### src/rtl/stpax_pkg.sv
// ----------------------------------------------------------------------------
// stpax_pkg
// Shared types and constants for the stepper axis move controller.
// ----------------------------------------------------------------------------
`timescale 1ns / 1ps
`default_nettype none

package stpax_pkg;

    // Fixed register field widths
    localparam int HALF_BITS    = 16;
    localparam int BACKOFF_BITS = 9;

    // APB address width and register index width
    localparam int ADDR_BITS    = 4;
    localparam int REG_IDX_BITS = 2;

    // Register reset values
    localparam logic [HALF_BITS-1:0]    HALF_PERIOD_RESET = 16'd500;
    localparam logic [BACKOFF_BITS-1:0] BACKOFF_RESET     = 9'd300;

    // Register map (index = paddr[3:2])
    typedef enum logic [REG_IDX_BITS-1:0] {
        REG_HALF_PERIOD = 2'd0,
        REG_BACKOFF     = 2'd1,
        REG_MIN_POS     = 2'd2,
        REG_MAX_POS     = 2'd3
    } reg_idx_t;

    // Sequencer phases
    typedef enum logic [2:0] {
        PH_IDLE      = 3'd0,
        PH_MOVE_HIGH = 3'd1,
        PH_MOVE_LOW  = 3'd2,
        PH_BACK_HIGH = 3'd3,
        PH_BACK_LOW  = 3'd4
    } phase_t;

    // Per-item status flags from the sequencer
    typedef struct packed {
        logic step_pulse;
        logic direction_up;
        logic busy;
        logic move_done;
        logic limit_hit;
    } result_t;

endpackage

`default_nettype wire

### src/rtl/stepper_axis_move_with_limit_backoff_core.sv
// ----------------------------------------------------------------------------
// stepper_axis_move_with_limit_backoff_core
// One step/direction stepper axis with limit-switch backoff.
// ----------------------------------------------------------------------------
// Usage:
//   Input channel (in_valid/in_ready) carries one item per transfer: a tick
//   (command = 0) or a move start (command = 1) with positions and the two
//   limit switch levels. Each item yields exactly one result transfer on the
//   output channel (out_valid/out_ready) with the step, direction and enable
//   levels, busy, move_done, limit_hit and the reported position.
//   The result of an item accepted at one edge is shown from the next
//   cycle. Throughput is one item per cycle while out_ready stays high; the
//   state update for an item is a single pass through the sequencer logic
//   into the state and result registers.
//   When the receiver stalls, the result register holds and in_ready drops
//   until the result is taken; in_ready stays high while out_ready is high.
//   Reset clears the sequencer to idle and the registers to their defaults
//   (half period 500, backoff 300, min 0, max all ones); no result pending.
//   The user must write the APB port only while the axis is idle (not enforced).
// ----------------------------------------------------------------------------
`timescale 1ns / 1ps
`default_nettype none

module stepper_axis_move_with_limit_backoff_core #(
    parameter int POSITION_BITS = 16,
    parameter int TIMER_BITS    = 16
) (
    input  wire logic                            clk,
    input  wire logic                            rst_n,
    // APB configuration
    input  wire logic                            psel,
    input  wire logic                            penable,
    input  wire logic                            pwrite,
    input  wire logic [stpax_pkg::ADDR_BITS-1:0] paddr,
    input  wire logic [31:0]                     pwdata,
    output logic      [31:0]                     prdata,
    output logic                                 pready,
    // Input channel
    input  wire logic                            in_valid,
    output logic                                 in_ready,
    input  wire logic                            command,
    input  wire logic [POSITION_BITS-1:0]        current_position,
    input  wire logic [POSITION_BITS-1:0]        target_position,
    input  wire logic                            min_end_switch,
    input  wire logic                            max_end_switch,
    // Output channel
    output logic                                 out_valid,
    input  wire logic                            out_ready,
    output logic                                 step_pulse,
    output logic                                 direction_up,
    output logic                                 driver_enable,
    output logic                                 busy_res,
    output logic                                 move_done,
    output logic                                 limit_hit,
    output logic [POSITION_BITS-1:0]             final_position
);
    import stpax_pkg::*;

    logic [HALF_BITS-1:0]     half_period_ticks;
    logic [BACKOFF_BITS-1:0]  backoff_steps;
    logic [POSITION_BITS-1:0] min_position;
    logic [POSITION_BITS-1:0] max_position;

    result_t                  seq_res;
    logic [POSITION_BITS-1:0] seq_final_pos;

    logic                     in_xfer;
    logic                     out_valid_reg;
    result_t                  res_reg;
    logic [POSITION_BITS-1:0] final_pos_reg;

    stpax_cfg_regs #(
        .POSITION_BITS (POSITION_BITS)
    ) u_cfg (
        .clk               (clk),
        .rst_n             (rst_n),
        .psel              (psel),
        .penable           (penable),
        .pwrite            (pwrite),
        .paddr             (paddr),
        .pwdata            (pwdata),
        .prdata            (prdata),
        .pready            (pready),
        .half_period_ticks (half_period_ticks),
        .backoff_steps     (backoff_steps),
        .min_position      (min_position),
        .max_position      (max_position)
    );

    stpax_seq #(
        .POSITION_BITS (POSITION_BITS),
        .TIMER_BITS    (TIMER_BITS)
    ) u_seq (
        .clk               (clk),
        .rst_n             (rst_n),
        .advance           (in_xfer),
        .command           (command),
        .current_position  (current_position),
        .target_position   (target_position),
        .min_end_switch    (min_end_switch),
        .max_end_switch    (max_end_switch),
        .half_period_ticks (half_period_ticks),
        .backoff_steps     (backoff_steps),
        .min_position      (min_position),
        .max_position      (max_position),
        .res               (seq_res),
        .final_position    (seq_final_pos)
    );

    // Handshake: take a new item whenever the result slot frees this cycle
    assign in_ready = !out_valid_reg || out_ready;
    assign in_xfer  = in_valid && in_ready;

    always_ff @(posedge clk or negedge rst_n)
    begin
        if (!rst_n)
            out_valid_reg <= 1'b0;
        else if (in_xfer)
            out_valid_reg <= 1'b1;
        else if (out_ready)
            out_valid_reg <= 1'b0;
    end

    // Result register
    always_ff @(posedge clk)
    begin
        if (in_xfer)
        begin
            res_reg       <= seq_res;
            final_pos_reg <= seq_final_pos;
        end
    end

    assign out_valid      = out_valid_reg;
    assign step_pulse     = res_reg.step_pulse;
    assign direction_up   = res_reg.direction_up;
    assign driver_enable  = res_reg.busy;
    assign busy_res       = res_reg.busy;
    assign move_done      = res_reg.move_done;
    assign limit_hit      = res_reg.limit_hit;
    assign final_position = final_pos_reg;

`ifndef SYNTHESIS
    // Every accepted item leaves a result pending in the next cycle
    a_xfer_gives_result: assert property (@(posedge clk) disable iff (!rst_n)
        in_valid && in_ready |=> out_valid)
        else $error("accepted item produced no result");

    // limit_hit only comes with move_done
    a_limit_with_done: assert property (@(posedge clk) disable iff (!rst_n)
        out_valid && limit_hit |-> move_done)
        else $error("limit_hit without move_done");

    // The item that ends a move leaves the axis idle
    a_done_idle: assert property (@(posedge clk) disable iff (!rst_n)
        out_valid && move_done |-> !busy_res && !step_pulse)
        else $error("move_done while still busy");

    // A step pulse is only driven during a move or backoff
    a_pulse_busy: assert property (@(posedge clk) disable iff (!rst_n)
        out_valid && step_pulse |-> busy_res && driver_enable)
        else $error("step pulse while idle");
`endif

endmodule

`default_nettype wire

### src/rtl/stpax_cfg_regs.sv
// ----------------------------------------------------------------------------
// stpax_cfg_regs
// APB register block: half period, backoff count and limit positions.
// ----------------------------------------------------------------------------
`timescale 1ns / 1ps
`default_nettype none

module stpax_cfg_regs #(
    parameter int POSITION_BITS = 16
) (
    input  wire logic                            clk,
    input  wire logic                            rst_n,
    input  wire logic                            psel,
    input  wire logic                            penable,
    input  wire logic                            pwrite,
    input  wire logic [stpax_pkg::ADDR_BITS-1:0] paddr,
    input  wire logic [31:0]                     pwdata,
    output logic      [31:0]                     prdata,
    output logic                                 pready,
    output logic [stpax_pkg::HALF_BITS-1:0]      half_period_ticks,
    output logic [stpax_pkg::BACKOFF_BITS-1:0]   backoff_steps,
    output logic [POSITION_BITS-1:0]             min_position,
    output logic [POSITION_BITS-1:0]             max_position
);
    import stpax_pkg::*;

    logic [HALF_BITS-1:0]     half_reg;
    logic [BACKOFF_BITS-1:0]  backoff_reg;
    logic [POSITION_BITS-1:0] min_pos_reg;
    logic [POSITION_BITS-1:0] max_pos_reg;
    logic                     wr_en;
    reg_idx_t                 reg_idx;

    assign pready  = 1'b1;
    assign wr_en   = psel && penable && pwrite;
    assign reg_idx = reg_idx_t'(paddr[ADDR_BITS-1:2]);

    // Register writes on the APB access cycle
    always_ff @(posedge clk or negedge rst_n)
    begin
        if (!rst_n)
        begin
            half_reg    <= HALF_PERIOD_RESET;
            backoff_reg <= BACKOFF_RESET;
            min_pos_reg <= '0;
            max_pos_reg <= '1;
        end
        else if (wr_en)
        begin
            case (reg_idx)
                REG_HALF_PERIOD: half_reg    <= pwdata[HALF_BITS-1:0];
                REG_BACKOFF:     backoff_reg <= pwdata[BACKOFF_BITS-1:0];
                REG_MIN_POS:     min_pos_reg <= pwdata[POSITION_BITS-1:0];
                REG_MAX_POS:     max_pos_reg <= pwdata[POSITION_BITS-1:0];
                default:         half_reg    <= half_reg;
            endcase
        end
    end

    // Read mux
    always_comb
    begin
        case (reg_idx)
            REG_HALF_PERIOD: prdata = 32'(half_reg);
            REG_BACKOFF:     prdata = 32'(backoff_reg);
            REG_MIN_POS:     prdata = 32'(min_pos_reg);
            REG_MAX_POS:     prdata = 32'(max_pos_reg);
            default:         prdata = '0;
        endcase
    end

    assign half_period_ticks = half_reg;
    assign backoff_steps     = backoff_reg;
    assign min_position      = min_pos_reg;
    assign max_position      = max_pos_reg;

endmodule

`default_nettype wire

### src/rtl/stpax_seq.sv
// ----------------------------------------------------------------------------
// stpax_seq
// Move/backoff sequencer: state registers and combinational next-state logic.
// ----------------------------------------------------------------------------
`timescale 1ns / 1ps
`default_nettype none

module stpax_seq #(
    parameter int POSITION_BITS = 16,
    parameter int TIMER_BITS    = 16
) (
    input  wire logic                          clk,
    input  wire logic                          rst_n,
    input  wire logic                          advance,
    input  wire logic                          command,
    input  wire logic [POSITION_BITS-1:0]      current_position,
    input  wire logic [POSITION_BITS-1:0]      target_position,
    input  wire logic                          min_end_switch,
    input  wire logic                          max_end_switch,
    input  wire logic [stpax_pkg::HALF_BITS-1:0]    half_period_ticks,
    input  wire logic [stpax_pkg::BACKOFF_BITS-1:0] backoff_steps,
    input  wire logic [POSITION_BITS-1:0]      min_position,
    input  wire logic [POSITION_BITS-1:0]      max_position,
    output stpax_pkg::result_t                 res,
    output logic [POSITION_BITS-1:0]           final_position
);
    import stpax_pkg::*;

    localparam int EXT_BITS = (TIMER_BITS > HALF_BITS) ? TIMER_BITS : HALF_BITS;

    phase_t                   phase_reg, phase_next;
    logic [POSITION_BITS-1:0] steps_reg, steps_next;
    logic [BACKOFF_BITS-1:0]  backoff_reg, backoff_next;
    logic [TIMER_BITS-1:0]    timer_reg, timer_next;
    logic                     up_reg, up_next;
    logic [POSITION_BITS-1:0] saved_reg, saved_next;

    logic [EXT_BITS-1:0]      half_ext;
    logic [TIMER_BITS-1:0]    half_trunc;
    logic [TIMER_BITS-1:0]    reload;

    // Half-period reload value; zero is treated as one
    assign half_ext   = EXT_BITS'(half_period_ticks);
    assign half_trunc = half_ext[TIMER_BITS-1:0];
    assign reload     = (half_trunc == '0) ? '0 : half_trunc - 1'b1;

    // Next state
    always_comb
    begin
        logic boundary;
        logic done;
        logic limit;

        phase_next   = phase_reg;
        steps_next   = steps_reg;
        backoff_next = backoff_reg;
        timer_next   = timer_reg;
        up_next      = up_reg;
        saved_next   = saved_reg;
        boundary     = 1'b0;
        done         = 1'b0;
        limit        = 1'b0;

        case (phase_reg)
            PH_IDLE:
            begin
                if (command)
                begin
                    saved_next = target_position;
                    if (current_position == target_position)
                    begin
                        timer_next = '0;
                        done       = 1'b1;
                    end
                    else
                    begin
                        up_next    = target_position > current_position;
                        steps_next = up_next ? target_position - current_position
                                             : current_position - target_position;
                        boundary   = 1'b1;
                    end
                end
            end
            PH_MOVE_HIGH:
            begin
                if (timer_reg != '0)
                    timer_next = timer_reg - 1'b1;
                else
                begin
                    phase_next = PH_MOVE_LOW;
                    timer_next = reload;
                end
            end
            PH_BACK_HIGH:
            begin
                if (timer_reg != '0)
                    timer_next = timer_reg - 1'b1;
                else
                begin
                    phase_next = PH_BACK_LOW;
                    timer_next = reload;
                end
            end
            PH_MOVE_LOW:
            begin
                if (timer_reg != '0)
                    timer_next = timer_reg - 1'b1;
                else
                begin
                    steps_next = steps_reg - 1'b1;
                    if (steps_next == '0)
                    begin
                        phase_next = PH_IDLE;
                        timer_next = '0;
                        done       = 1'b1;
                    end
                    else
                        boundary = 1'b1;
                end
            end
            PH_BACK_LOW:
            begin
                if (timer_reg != '0)
                    timer_next = timer_reg - 1'b1;
                else
                begin
                    backoff_next = backoff_reg - 1'b1;
                    if (backoff_next == '0)
                    begin
                        phase_next = PH_IDLE;
                        timer_next = '0;
                        done       = 1'b1;
                        limit      = 1'b1;
                    end
                    else
                    begin
                        phase_next = PH_BACK_HIGH;
                        timer_next = reload;
                    end
                end
            end
            default:
            begin
                if (timer_reg != '0)
                    timer_next = timer_reg - 1'b1;
                else
                begin
                    phase_next = PH_IDLE;
                    timer_next = '0;
                    done       = 1'b1;
                end
            end
        endcase

        // Limit check before each step; min-end switch has priority
        if (boundary)
        begin
            if (min_end_switch || max_end_switch)
            begin
                saved_next   = up_next ? max_position : min_position;
                up_next      = min_end_switch;
                backoff_next = backoff_steps;
                if (backoff_steps == '0)
                begin
                    phase_next = PH_IDLE;
                    timer_next = '0;
                    done       = 1'b1;
                    limit      = 1'b1;
                end
                else
                begin
                    phase_next = PH_BACK_HIGH;
                    timer_next = reload;
                end
            end
            else
            begin
                phase_next = PH_MOVE_HIGH;
                timer_next = reload;
            end
        end

        res.step_pulse   = (phase_next == PH_MOVE_HIGH) || (phase_next == PH_BACK_HIGH);
        res.direction_up = up_next;
        res.busy         = phase_next != PH_IDLE;
        res.move_done    = done;
        res.limit_hit    = limit;
    end

    assign final_position = saved_next;

    // State registers, updated once per accepted item
    always_ff @(posedge clk or negedge rst_n)
    begin
        if (!rst_n)
        begin
            phase_reg   <= PH_IDLE;
            steps_reg   <= '0;
            backoff_reg <= '0;
            timer_reg   <= '0;
            up_reg      <= 1'b0;
            saved_reg   <= '0;
        end
        else if (advance)
        begin
            phase_reg   <= phase_next;
            steps_reg   <= steps_next;
            backoff_reg <= backoff_next;
            timer_reg   <= timer_next;
            up_reg      <= up_next;
            saved_reg   <= saved_next;
        end
    end

endmodule

`default_nettype wire

### config.mk
export PLATFORM = sky130hd
export DESIGN_NAME = stepper_axis_move_with_limit_backoff_core
export DESIGN_NICKNAME = d
export VERILOG_FILES = /design/src/rtl/stpax_pkg.sv /design/src/rtl/stepper_axis_move_with_limit_backoff_core.sv /design/src/rtl/stpax_cfg_regs.sv /design/src/rtl/stpax_seq.sv
export SDC_FILE = /design/constraint.sdc
export NUM_CORES = 1
export LEC_CHECK = 0
export BUFFER_PORTS_ARGS = -buffer_cell sky130_fd_sc_hd__clkbuf_2
export CAP_MARGIN = 20
export CORE_AREA = 10 10 215 217
export CTS_CLUSTER_SIZE = 25
export DETAILED_ROUTE_END_ITERATION = 6
export DIE_AREA = 0 0 225 227
export PLACE_DENSITY = 0.47
export SETUP_SLACK_MARGIN = 0.2
export SLEW_MARGIN = 20
export SYNTH_ARGS = -nofsm -noshare
export SYNTH_HDL_FRONTEND = slang
export SYNTH_SLANG_ARGS = --single-unit
### constraint.sdc
create_clock -name clk -period 8.6 [get_ports clk]
set_clock_uncertainty 0.05 [all_clocks]
set_input_delay 1.29 -clock clk [delete_from_list [all_inputs] [get_ports clk]]
set_output_delay 1.29 -clock clk [all_outputs]
set_load 0.005 [all_outputs]
; Yosys cells after proc, flatten, opt, wreduce, memory -nomap -nowiden
; Cells that the tools add are included.
[totals]
inputBits = 78
elab_cells = 130
out_inout_bits = 57
reg_bits = 140
[classes]
n_eq_ne = 16
muxes = 66
reduce_logical = 24
order_cmp = 1
n_addsub = 6
[op_table]
columns = op, n
row1 = $mux 16, 21
row2 = $pmux 32 s4, 1
row3 = $pmux 16 s4, 1
row4 = $sub 16x1->16 const B, 3
row5 = $mux 9, 4
row6 = $logic_not 16->1, 2
row7 = $pmux 16 s2, 1
row8 = $sub 16x16->16, 2
row9 = $mux 1, 25
row10 = $mux 3, 7
row11 = $logic_not 9->1, 2
row12 = $eq 16x16->1, 1
row13 = $gt 16x16->1, 1
row14 = $reduce_bool 16->1, 1
row15 = $pmux 3 s5, 1
row16 = $eq 3x2->1 const B, 3
row17 = $sub 9x1->9 const B, 1
row18 = $reduce_and 2->1, 4
row19 = $eq 3x1->1 const B, 2
row20 = $mux 2, 3
row21 = $ne 2x2->1 const B, 3
row22 = $reduce_and 5->1, 1
row23 = $eq 2x2->1 const B, 2
row24 = $ne 4x1->1 const B, 1
row25 = 15 further kinds, 20

; Longest topological paths before layout
[logic_depth]
ltp_word = 8
ltp_mapped = 14
mapped_depth_nobuf = 12

; Hierarchy
; Synthesis repeated with hierarchy kept, for this count alone.
[hier_totals]
cells_unflattened = 1027
hier_area_um2 = 10009.6
[by_module_without_submodules]
columns = mod, cells_per_inst, seq_area_each_um2, instances, area_each_um2
row1 = stpax_seq, 828, 1526.5, 1, 6562.5
row2 = stpax_cfg_regs, 173, 1458.9, 1, 2755.1
row3 = stepper_axis_move_with_limit_backoff_core, 26, 655.6, 1, 691.9

; Least setup slack after synthesis
; Ideal clock, no wire load.
[synth_path]
path_type = input to register
startpoint = input port current_position[11]
endpoint = register u_seq.saved_reg[5]
path_stages = 13
path_buffers = 3
setup_ps = 126
required_time_ps = 8424
setup_slack_ps = 4616
arrival_time_ps = 3808
path_cell_list = inv_1 ha_1 clkbuf_1 nand4_1 nor4b_1 a21oi_1 or2_2 o31a_1 buf_2 buf_2 mux2i_1 nor2_1 a221o_1
[synth_via]
elab_chain_cells = 7
elab_cells_between_ends = 11
classes_between = order compare (1) / eq/ne (1) / mux (9)
[synth_lines]
columns = item, line_no
row1 = start: declaration, stepper_axis_move_with_limit_backoff_core.sv:42  ; input wire logic [POSITION_BITS-1:0] current_position,
row2 = $gt 16x16->1 / $eq 16x16->1 (equally long branches), "stpax_seq.sv:77, stpax_seq.sv:70"
row3 = $mux 1, stpax_seq.sv:70  ; if (current_position == target_position)
row4 = $mux 1, stpax_seq.sv:67  ; if (command)
row5 = $mux 1, stpax_seq.sv:64  ; case (phase_reg)
row6 = $mux 16, stpax_seq.sv:160  ; saved_next = up_next ? max_position : min_position;
row7 = $mux 16, stpax_seq.sv:158  ; if (min_end_switch || max_end_switch)
row8 = $mux 16 *, stpax_seq.sv:156  ; if (boundary)
row9 = end signal: assignment, stpax_seq.sv:211  ; saved_reg <= saved_next;
row10 = end: declaration, stpax_seq.sv:36  ; logic [POSITION_BITS-1:0] saved_reg, saved_next;
; Every way passes the cells marked *; elsewhere a longest branch is shown, timed or not.
; A chain may end at the register's enable or synchronous reset.

; Worst setup path after layout
[layout_path]
startpoint = input port current_position[9]
endpoint = register final_pos_reg[15], in the netlist final_position[15] (data pin)
[layout_via]
elab_chain_cells = 7
elab_cells_between_ends = 11
classes_between = order compare (1) / eq/ne (1) / mux (9)
[layout_lines]
columns = item, line_no
row1 = $gt 16x16->1 / $eq 16x16->1 (equally long branches), "stpax_seq.sv:77, stpax_seq.sv:70"
row2 = $mux 1, stpax_seq.sv:70
row3 = $mux 1, stpax_seq.sv:67
row4 = $mux 1, stpax_seq.sv:64
row5 = $mux 16, stpax_seq.sv:160
row6 = $mux 16, stpax_seq.sv:158
row7 = $mux 16 *, stpax_seq.sv:156
row8 = named net seq_final_pos[15], stepper_axis_move_with_limit_backoff_core.sv:65  ; logic [POSITION_BITS-1:0] seq_final_pos;
row9 = end signal: assignment, stepper_axis_move_with_limit_backoff_core.sv:130  ; final_pos_reg <= seq_final_pos;
row10 = end: declaration, stepper_axis_move_with_limit_backoff_core.sv:70  ; logic [POSITION_BITS-1:0] final_pos_reg;
; The timed path passes the listed nets; every way through them passes the cells marked *.

==> summary.txt <==
Final layout
  • # diodes: 0
  • Most frequent cells in the layout: o21ai_0 (103), nand2_1 (102), clkbuf_2 (98), dfrtp_1 (93), nor2_1 (87)
  • Nets: 1236
  • Final core occ: 0.266
  • Commonest non-fill, non-tap cell in the layout: o21ai_0
  • Share of layout cells above drive strength 1: 0.223
  • Synth-to-Final Area Change: 16.2%
  • Fin area: 11100 sq um

Critical path
  • Last element of the critical path: final_position[15]
  • CP top delay family: simple AND/OR/NAND/NOR gates
  • Slowest-stage cell, CP: a21oi_4
  • Crit start category: input port
  • CP peak stage delay: 0.82 ns
  • Critical path class: in -> reg
  • CP Data Required Time: 8.69 ns
  • CP startpoint: current_position[9]
  • RR Startpoint: u_seq.steps_reg[0]
  • FF-to-FF End: final_position[15]
  • Critical-path cell list: clkbuf_2, inv_1, ha_1, nand4_1, nor4b_1, nand2_1, nand2_1, nor2_1, a21oi_4, nor2_1, o21bai_1
  • Worst EP arrival: 4.74 ns
  • Reg2Reg Setup Slack: 4.67 ns
  • Crit path buffers/inverters: 2
  • Critical Path Stages: 11
  • Element type at the critical path end: register
  • Reg2reg path depth: 9
  • Worst-path fanout max: 45

Run
  • Max_cap viols: 0

Route
  • Vias per cell: 4.86
  • DR vias: 8124
  • Routed wl met2: 14.2 mm
  • Metal-1 WL: 14.7 mm
  • DR WL/cell: 18.5 microns
  • Initial DRC count: 558
  • Antenna-violating nets left: 0
  • Pre-Repair DR Iteration Count: 5
  • DRT Wirelength: 30.9 mm
  • WL met3: 1.46 mm
  • Number of remaining DRC errors: 0
  • Top Metal Used: met5

Power and ir drop
  • Power Total: 3.07 mW
  • Gate power share: 0.365
  • Leak pwr: 4.69 nW
  • Clk network pwr share: 0.246
  • Sequential Power Share: 0.389
  • Int Pwr: 1.86 mW
  • Sw frac: 0.393
  • Pwr Density: 276 nW/um^2
  • Net Sw Power: 1.20 mW
  • VDD IR-drop max: 0.129 mV

Floorplan
  • Die Area: 51100 sq um
  • Starting Density: 0.229
  • Num rows: 75
  • Chip height: 227 microns
  • Core area: 41800 sq um
  • Die width: 225 microns
  • Top Ports: 135

Clock tree
  • Clk_lat worst skew: 0.43 ns
  • Root buf cell: clkbuf_16
  • Clock transition at path regs: 0.06 ns
  • Clk sinks: 140
  • CTS max path bufs: 2
  • H-tree depth: 4
  • Post-CTS Setup Inserts: 0
  • Hold_buf cts: 0
  • TritonCTS clock tree: yes
  • Resized Gates After CTS: 0
  • CTS Buf Count: 17

Global routing
  • Initial antenna violation count: 2
  • Vias in the first global route: 7803
  • Gr usage total: 0.119
  • Largest net degree at the start of global routing: 70
  • Grt total ovfl: 0
  • First-pass GRT wire length: 47.0 mm

Synthesis
  • Synthesis Warnings: 0
  • Ys async rst share: 0.850
  • Sequential share of the synthesized area: 0.381
  • Yosys reg bits: 140
  • Dominant synthesized flop cell: dfrtp_1
  • EDFF count, synth: 21
  • Cells after Synth: 1048
  • Unique masters post-synth: 72
  • Syn Std Cell Area: 9550 sq um
  • Avg Synthesized Cell Area: 9.11 sq um

STA
  • Final Hold Fails: 0
  • Max Freq: 215 MHz
  • Worst Tran Pin Value: 1.05 ns
  • Slew HR: 0.299
  • Tmin final: 4.65 ns
  • Crit share post-route: 0.540
  • Final setup fails: 0
  • Slew Limit Fails: 0
  • RSZ-0062 raised after global routing: no
  • Final setup TNS: 0 ns
  • WHS: 0.460 ns

Worst hold path
  • Worst hold start: u_seq.saved_reg[15]
  • HP Class: reg -> reg

Place
  • Placed cell areas: 10500 sq um
  • Port buffer count: 99
  • Final weighted congestion in routability-driven placement: 0.843
  • Hpwl dp: 23.5 mm

Run status
  • Outcome: finished clean
## power by group through the flow
| stage | sequential [mW] | combinational (mW) | clock [mW] |
|---|---|---|---|
| after CTS | 1.19 | 1.13 | 0.771 |
| after floorplan | 1.09 | 0.848 | 0 |
| after detailed placement | 1.19 | 1.12 | 0 |
| after global routing | 1.23 | 1.25 | 0.799 |
| after global placement | 1.19 | 1.12 | 0 |
| final | 1.19 | 1.12 | 0.754 |
## final cells by class
class	instances	area, sq um
Timing Repair Buffer	107	558
Fill cell	4470	30700
Sequential cell	140	3640
Inverter	55	206
Tap cell	539	674
Multi-Input combinational cell	797	5420
Clock inverter	12	133
Clock buffer	20	458
## cell usage after synthesis, drive strengths merged, types with 8 or more instances
| master | n | area share |
|---|---|---|
| a21o | 13 | 0.010 |
| o21ai | 108 | 0.057 |
| nor3 | 26 | 0.016 |
| ha | 38 | 0.050 |
| a31oi | 9 | 0.0059 |
| nor2 | 89 | 0.035 |
| edfxtp | 21 | 0.066 |
| mux2 | 62 | 0.073 |
| o221ai | 9 | 0.0083 |
| dfrtp | 93 | 0.24 |
| nand4 | 8 | 0.0052 |
| dfstp | 26 | 0.072 |
| mux2i | 37 | 0.039 |
| nor4 | 18 | 0.012 |
| xnor2 | 19 | 0.017 |
| nand3 | 20 | 0.010 |
| nand2 | 102 | 0.040 |
| nor2b | 9 | 0.0059 |
| buf | 30 | 0.021 |
| a21oi | 73 | 0.040 |
| nand2b | 8 | 0.0052 |
| xor2 | 12 | 0.011 |
| mux4 | 9 | 0.021 |
| a221o | 18 | 0.019 |
| clkbuf | 41 | 0.016 |
| inv | 54 | 0.021 |
## per-layer routing
metal,track usage,vias to the layer above
li1,-,3912
met1,0.157,3987
met2,0.189,195
met3,0.0257,26
met4,0.0386,4
met5,0,-
## through the flow
stage	setup WS, ns	std cells
after global placement	3.62	1638
final	3.95	1670
after CTS	4.04	1670
after global routing	3.78	1670
after floorplan	4.62	1063
after detailed placement	3.61	1638
## cells by family after synthesis
| family | count (synthesis) | synth area share |
|---|---|---|
| AOI/OAI and AO/OA | 284 | 0.186 |
| buffers and inverters | 126 | 0.0588 |
| other | 2 | 0.000786 |
| xor gates and xnor gates | 31 | 0.0284 |
| adders and majority gates | 40 | 0.0540 |
| and+or+nand+nor | 317 | 0.158 |
| DFF | 140 | 0.381 |
| muxes | 108 | 0.133 |
## worst register-to-register path, stage by stage (launching register included)
cell      delay (ns)
dfrtp_1         0.45
inv_1           0.11
ha_1            0.26
or4b_1          0.63
nor2_1          0.37
nand4b_1        0.21
a21o_1          0.29
a21oi_4         0.84
nor2_1          0.18
o21bai_1        0.26
## worst min-delay path by stage
stage	endpoint	slack [ns]	cells after the start
after floorplan	u_seq.saved_reg[15]	0.40	2
after global placement	u_seq.saved_reg[15]	0.41	2
after detailed placement	u_seq.saved_reg[15]	0.45	2
after CTS	u_seq.saved_reg[15]	0.47	2
after global routing	u_seq.saved_reg[14]	0.48	1
final	u_seq.saved_reg[15]	0.46	2
Power figures use the tool's default switching activity.
